### src/stff_pkg.sv
// ----------------------------------------------------------------------------
// stff_pkg
// Shared types and constants for the slot table with first-free hint.
// ----------------------------------------------------------------------------
package stff_pkg;

  localparam int SLOTS_DEF = 64;
  localparam int HW        = 16;   // handle width
  localparam int MW        = 2;    // mode width

  localparam logic [MW-1:0] MODE_ENQ  = 2'd0;
  localparam logic [MW-1:0] MODE_REM  = 2'd1;
  localparam logic [MW-1:0] MODE_NEXT = 2'd2;

  // controller -> datapath
  typedef struct packed {
    logic exec;   // item transfer this cycle: update state, latch result
    logic resp;   // result cycle
  } stff_cmd_t;

endpackage

### src/slot_table_first_free_unit.sv
// ----------------------------------------------------------------------------
// slot_table_first_free_unit
// Slot table of object handles with first-free hint, high-water mark and
// iteration cursor. Commands: enqueue, remove, get-next.
// ----------------------------------------------------------------------------
//  channel  | signals                                | transfer
//  ---------+----------------------------------------+---------------------
//  command  | start, busy, mode, handle, slot        | start && !busy
//  result   | done, ok, slot_out, handle_out,        | done (one cycle)
//           | slot_empty                             |
//
// On each command the transfer cycle updates the occupancy
// bits and hint/mark/cursor through a combinational lowest-set-bit scan and
// reads the handle memory; the next cycle presents the result with done.
// busy is high during that result cycle. Reset is synchronous and clears the
// occupancy bits and all pointers at once; handles are undefined until
// written. The receiver cannot stall.
// ----------------------------------------------------------------------------
module slot_table_first_free_unit #(
  parameter int SLOTS = stff_pkg::SLOTS_DEF
) (
  input  logic                      clk,
  input  logic                      rst,
  input  logic                      start,
  output logic                      busy,
  input  logic [stff_pkg::MW-1:0]   mode,
  input  logic [stff_pkg::HW-1:0]   handle,
  input  logic [$clog2(SLOTS)-1:0]  slot,
  output logic                      done,
  output logic                      ok,
  output logic [$clog2(SLOTS)-1:0]  slot_out,
  output logic [stff_pkg::HW-1:0]   handle_out,
  output logic                      slot_empty
);

  stff_pkg::stff_cmd_t cmd;

  stff_ctrl u_ctrl (
    .clk   (clk),
    .rst   (rst),
    .start (start),
    .busy  (busy),
    .done  (done),
    .cmd   (cmd)
  );

  stff_dpath #(
    .SLOTS (SLOTS)
  ) u_dpath (
    .clk        (clk),
    .rst        (rst),
    .cmd        (cmd),
    .mode       (mode),
    .handle     (handle),
    .slot       (slot),
    .ok         (ok),
    .slot_out   (slot_out),
    .handle_out (handle_out),
    .slot_empty (slot_empty)
  );

endmodule

### src/stff_ctrl.sv
// ----------------------------------------------------------------------------
// stff_ctrl
// Two-state sequencer: takes a command, then presents its result one cycle.
// ----------------------------------------------------------------------------
module stff_ctrl (
  input  logic              clk,
  input  logic              rst,
  input  logic              start,
  output logic              busy,
  output logic              done,
  output stff_pkg::stff_cmd_t cmd
);

  localparam logic ST_IDLE = 1'b0;
  localparam logic ST_RESP = 1'b1;

  logic state;
  logic state_next;

  always_comb begin
    state_next = state;
    unique case (state)
      ST_IDLE: begin
        if (start) state_next = ST_RESP;
      end
      ST_RESP: begin
        state_next = ST_IDLE;
      end
      default: state_next = ST_IDLE;
    endcase
  end

  always_ff @(posedge clk) begin
    if (rst) begin
      state <= ST_IDLE;
    end else begin
      state <= state_next;
    end
  end

  assign busy     = (state == ST_RESP);
  assign done     = (state == ST_RESP);
  assign cmd.exec = start && (state == ST_IDLE);
  assign cmd.resp = (state == ST_RESP);

endmodule

### src/stff_dpath.sv
// ----------------------------------------------------------------------------
// stff_dpath
// Occupancy bits, hint/mark/cursor registers, handle memory and the
// lowest-set-bit scan shared by enqueue and get-next.
// ----------------------------------------------------------------------------
module stff_dpath #(
  parameter int SLOTS = stff_pkg::SLOTS_DEF
) (
  input  logic                      clk,
  input  logic                      rst,
  input  stff_pkg::stff_cmd_t       cmd,
  input  logic [stff_pkg::MW-1:0]   mode,
  input  logic [stff_pkg::HW-1:0]   handle,
  input  logic [$clog2(SLOTS)-1:0]  slot,
  output logic                      ok,
  output logic [$clog2(SLOTS)-1:0]  slot_out,
  output logic [stff_pkg::HW-1:0]   handle_out,
  output logic                      slot_empty
);

  localparam int SW = $clog2(SLOTS);
  localparam int PW = SW + 1;

  // state
  logic [SLOTS-1:0]        occ;
  logic [PW-1:0]           free_hint;
  logic [PW-1:0]           high_mark;
  logic [PW-1:0]           cursor;
  logic [stff_pkg::HW-1:0] mem [SLOTS];
  logic [stff_pkg::HW-1:0] handle_rd;

  // registered result
  logic          res_ok;
  logic [SW-1:0] res_slot;
  logic          res_empty;
  logic          res_hvalid;

  logic [SLOTS-1:0] occ_next;
  logic [PW-1:0]    free_hint_next;
  logic [PW-1:0]    high_mark_next;
  logic [PW-1:0]    cursor_next;
  logic             res_ok_next;
  logic [SW-1:0]    res_slot_next;
  logic             res_empty_next;
  logic             res_hvalid_next;

  logic [SLOTS-1:0] scan_m;
  logic [SLOTS-1:0] low_m;
  logic [SW-1:0]    scan_idx;
  logic             scan_hit;
  logic             we;
  logic             re;
  logic [SW-1:0]    rd_addr;
  logic [PW-1:0]    ext_slot;
  logic [PW-1:0]    scan_ext;

  // Scan mask: empty slots above the hint (enqueue) or occupied slots from
  // the cursor (get-next), both below the mark. Lowest set bit via x & -x.
  always_comb begin
    scan_m = '0;
    for (int i = 0; i < SLOTS; i++) begin
      if (mode == stff_pkg::MODE_ENQ) begin
        scan_m[i] = !occ[i] && (PW'(i) > free_hint) && (PW'(i) < high_mark);
      end else begin
        scan_m[i] = occ[i] && (PW'(i) >= cursor) && (PW'(i) < high_mark);
      end
    end
    low_m    = scan_m & (~scan_m + SLOTS'(1));
    scan_hit = |scan_m;
    scan_idx = '0;
    for (int i = 0; i < SLOTS; i++) begin
      scan_idx = scan_idx | ({SW{low_m[i]}} & SW'(i));
    end
  end

  always_comb begin
    occ_next        = occ;
    free_hint_next  = free_hint;
    high_mark_next  = high_mark;
    cursor_next     = cursor;
    res_ok_next     = 1'b0;
    res_slot_next   = '0;
    res_empty_next  = 1'b0;
    res_hvalid_next = 1'b0;
    we              = 1'b0;
    re              = 1'b0;
    rd_addr         = scan_idx;
    ext_slot        = {1'b0, slot};
    scan_ext        = {1'b0, scan_idx};
    if (cmd.exec) begin
      case (mode)
        stff_pkg::MODE_ENQ: begin
          if (free_hint < PW'(SLOTS - 1)) begin
            we                          = 1'b1;
            occ_next[free_hint[SW-1:0]] = 1'b1;
            res_ok_next                 = 1'b1;
            res_slot_next               = free_hint[SW-1:0];
            if (free_hint == high_mark) begin
              high_mark_next = high_mark + PW'(1);
              free_hint_next = high_mark + PW'(1);
            end else if (scan_hit) begin
              free_hint_next = scan_ext;
            end else begin
              free_hint_next = high_mark;
            end
          end
        end
        stff_pkg::MODE_REM: begin
          res_ok_next = 1'b1;
          if (ext_slot < PW'(SLOTS)) begin
            occ_next[slot] = 1'b0;
            if (ext_slot < free_hint) free_hint_next = ext_slot;
          end
        end
        stff_pkg::MODE_NEXT: begin
          if (cursor >= high_mark) begin
            cursor_next = '0;
          end else if (scan_hit) begin
            re              = 1'b1;
            res_ok_next     = 1'b1;
            res_slot_next   = scan_idx;
            res_hvalid_next = 1'b1;
            cursor_next     = scan_ext + PW'(1);
          end else begin
            // walked to the mark without a hit: report the last slot empty
            res_ok_next    = 1'b1;
            res_slot_next  = SW'(high_mark - PW'(1));
            res_empty_next = 1'b1;
            cursor_next    = high_mark;
          end
        end
        default: ;
      endcase
    end
  end

  always_ff @(posedge clk) begin
    if (rst) begin
      occ       <= '0;
      free_hint <= '0;
      high_mark <= '0;
      cursor    <= '0;
    end else begin
      occ       <= occ_next;
      free_hint <= free_hint_next;
      high_mark <= high_mark_next;
      cursor    <= cursor_next;
    end
  end

  always_ff @(posedge clk) begin
    if (cmd.exec) begin
      res_ok     <= res_ok_next;
      res_slot   <= res_slot_next;
      res_empty  <= res_empty_next;
      res_hvalid <= res_hvalid_next;
    end
  end

  always_ff @(posedge clk) begin
    if (we) mem[free_hint[SW-1:0]] <= handle;
    if (re) handle_rd <= mem[rd_addr];
  end

  assign ok         = cmd.resp && res_ok;
  assign slot_out   = cmd.resp ? res_slot : '0;
  assign handle_out = (cmd.resp && res_hvalid) ? handle_rd : '0;
  assign slot_empty = cmd.resp && res_empty;

endmodule

### config.mk
export PLATFORM = sky130hd
export DESIGN_NAME = slot_table_first_free_unit
export DESIGN_NICKNAME = d
export VERILOG_FILES = /design/src/stff_pkg.sv /design/src/slot_table_first_free_unit.sv /design/src/stff_ctrl.sv /design/src/stff_dpath.sv
export SDC_FILE = /design/constraint.sdc
export NUM_CORES = 2
export LEC_CHECK = 0
export BUFFER_PORTS_ARGS = -buffer_cell sky130_fd_sc_hd__buf_4
export CAP_MARGIN = 20
export CORE_MARGIN = 4
export CORE_UTILIZATION = 49
export CTS_BUF_LIST = sky130_fd_sc_hd__clkbuf_4 sky130_fd_sc_hd__clkbuf_8
export CTS_CLUSTER_DIAMETER = 50
export DETAILED_ROUTE_END_ITERATION = 12
export SKIP_CTS_REPAIR_TIMING = 1
export SYNTH_ARGS = -nofsm -noshare
export SYNTH_HDL_FRONTEND = slang
export SYNTH_HIERARCHICAL = 1
export SYNTH_SLANG_ARGS = --single-unit
### constraint.sdc
create_clock -name clk -period 14.1 [get_ports clk]
set_clock_uncertainty 0.1 [all_clocks]
set_input_delay 0.705 -clock clk [delete_from_list [all_inputs] [get_ports clk]]
set_output_delay 0.705 -clock clk [all_outputs]
set_load 0.005 [all_outputs]
==> flow_summary.yaml <==
routing:
  firstDrtPassIters: 6
  routed_wl_um: 179000
  via_per_inst: 6.36
  wl_per_cell_um: 31.1
  drt_iter0_markers: 5141
  drcViolationCount: 0
  final_antenna_net_count: 0
  vias: 36600
power:
  total_power_mw: 6.72
  p_leak_nw: 20.0
  power_density_nw_per_um2: 121
  ir_drop_v: 0.0000968
layout:
  final_area_um2: 55700
  syn2layout_area_growth_pct: 11.2
  multiInputGateArea_um2: 15600
  utilization_pct: 54.8
  drive_above_1_share_pct: 13.0
  regArea_um2: 33200
  fin_nets: 4290
  fin_cells: 5765
  fill_cells: 8761
synthesis:
  yosysMostFrequentCell: "edfxtp_1"
  syn_area_um2: 50100
  ys_warn_count: 6
  synth_top_area_cell: "edfxtp_1"
  avgSynthCellArea_um2: 12.1
  synth-seq-area-share_pct: 66.3
  ys_ff_latch: 1135
  synth_common_cells: "edfxtp_1 (1,049), nand2_1 (700), nor2_1 (548)"
  synth_flop_cell: "edfxtp_1"
  synthArstFlopShare_pct: 0
  synthTopCellsByArea: "edfxtp_1 (63%), nand2_1 (5.2%), nor2_1 (4.1%), dfxtp_1 (3.4%), mux2i_1 (2.8%)"
  syn_inst: 4137
  synthDistinctLibCells: 109
  synth_enable_flop_cells: 1049
  synth_top_cell_area_share_pct: 62.8
critical_path:
  cp_max_fo: 53
  critical_path_arrival_ps: 8760
  path_buf_inv: 2
  critical-path-top-delay-family: "simple AND/OR/NAND/NOR gates"
  cp-start-kind: "flop"
  endpoint_kind: "flop"
  crit_type: "flop to flop"
  critPathRequiredTime_ps: 14590
  critPathSlowestCell: "or4_1"
  worst_path_largest_cell_delay_ps: 940
  crit_chain: "or4_1, a2111oi_0, o21ba_2, a2111oi_4, nand3b_4, nor2_1, and3_1, nor4b_1, nand3b_1, nor2_4, buf_4, buf_4, mux2i_1, o22ai_1, or4_1, nor4_2"
clocking:
  numCtsBuffers: 185
  cts_buffer_depth: 3
  clk_pin_slew_ps: 60
  insertion_delay_ps: 860
  htree_levels: 4
  cts-root-buf: "clkbuf_8"
  cts_tree: "built"
  cts.sinks: 1135
sta:
  period_needed_ps: 8270
  fmaxAchievable_ghz: 0.121
  period_share_pct: 58.6
  worst_slack_ps: 5830
  rsz0062_at_grt: "false"
  setup_viol: 0
  worst_slew_pin_slew_ps: 1210
  whs_ps: 92.0
  slew_viol_final: 0
  hold_viol: 0
  relSlewSlack_pct: 19.3
  tns_ps: 0
global_route:
  grt_max_degree: 188
  overflow: 0
  grt_pass1_vias: 34000
  gr-usage-all-layers_pct: 32.7
  antenna_found_initial: 11
  grt_pass1_wl_um: 253000
floorplanning:
  fp.dieArea_um2: 107000
  initial_utilization_pct: 49.3
  dieWidth_um: 328
  coreArea_um2: 102000
  rows: 117
  die_h_um: 328
  pin_count: 53
placement:
  dp_hpwl_um: 115000
  place_inst: 5425
  dpl_worst_slack_ps: 5970
  io_buffers: 52
  gp_congestion: 0.977
  dpl_cell_area_um2: 52000
flow_run:
  maxCapViolCount: 0
run_status:
  status: "finished, final reports clean"
min_path:
  holdCritPathClass: "input pin to flop"
-- cell usage in the layout, fill, tap and decap left out, types with 69 or more instances in the layout --
cell | netlist | routed
edfxtp_1 | 1049 | 1049
nand2_1 | 700 | 696
a32oi_1 | 69 | 69
buf_4 | 46 | 172
a211oi_1 | 73 | 73
nor2_1 | 548 | 529
clkbuf_8 | 0 | 195
a21oi_1 | 163 | 163
mux2i_1 | 142 | 142
o22ai_1 | 123 | 123
o211ai_1 | 69 | 69
dfxtp_1 | 86 | 85
clkbuf_4 | 1 | 70
-- report_power, final --
| part | internal [mW] | total (mW) | leakage (nW) | switching [mW] |
|---|---|---|---|---|
| sequential | 3.69 | 3.69 | 10.1 | 0.00548 |
| clock | 1.52 | 2.84 | 1.92 | 1.32 |
| combinational | 0.0369 | 0.188 | 7.90 | 0.151 |
| total | 5.24 | 6.72 | 20.0 | 1.48 |
-- cells by family after synthesis --
kind of cell | after synthesis | synth area share [%]
buffers and inverters | 302 | 3.05
AO/OA/AOI/OAI | 846 | 12.0
other | 1 | 0.00748
AND/OR/NAND/NOR | 1682 | 15.2
flip-flops | 1135 | 66.3
multiplexers | 143 | 2.86
adder cells (fa/ha/maj) | 15 | 0.374
XOR/XNOR | 13 | 0.227
-- final cells by class --
class / count / share of cell area, %
Clock inverter: 63 / 0.799
Clock buffer: 265 / 5.76
Multi-Input combinational cell: 2715 / 28.0
Antenna cell: 8 / 0.0359
Inverter: 32 / 0.229
Sequential cell: 1135 / 59.6
Tap cell: 1368 / 3.07
Timing Repair Buffer: 179 / 2.55
-- per-layer routing --
| layer | up-vias | track usage [%] | routed length, um |
|---|---|---|---|
| met5 | - | 0 | 0 |
| met4 | 0 | 11.0 | 6330 |
| met3 | 329 | 6.16 | 17000 |
| met2 | 1946 | 49.2 | 80000 |
| met1 | 18500 | 48.0 | 75900 |
| li1 | 15900 | - | - |
-- worst paths after layout --
kind	startpoint	to	slack, ps	depth (start not counted)
max	u_dpath/free_hint[6]	u_dpath/handle_rd[13]	5830	16
min	start	u_ctrl/busy	90	2
max reg2reg	u_dpath/free_hint[6]	u_dpath/handle_rd[13]	5830	16
min reg2reg	u_dpath/occ[63]	u_dpath/occ[63]	400	2
-- flip-flops by register name (all words and copies together), names as in the netlist --
name / cells
u_dpath/mem: 1024
u_dpath/occ: 64
u_dpath/handle_rd: 16
u_dpath/cursor: 7
u_dpath/free_hint: 7
u_dpath/high_mark: 7
u_dpath/res_slot: 6
u_ctrl/busy: 1
u_dpath/res_empty: 1
u_dpath/res_hvalid: 1
u_dpath/res_ok: 1
Power figures use the tool's default switching activity.
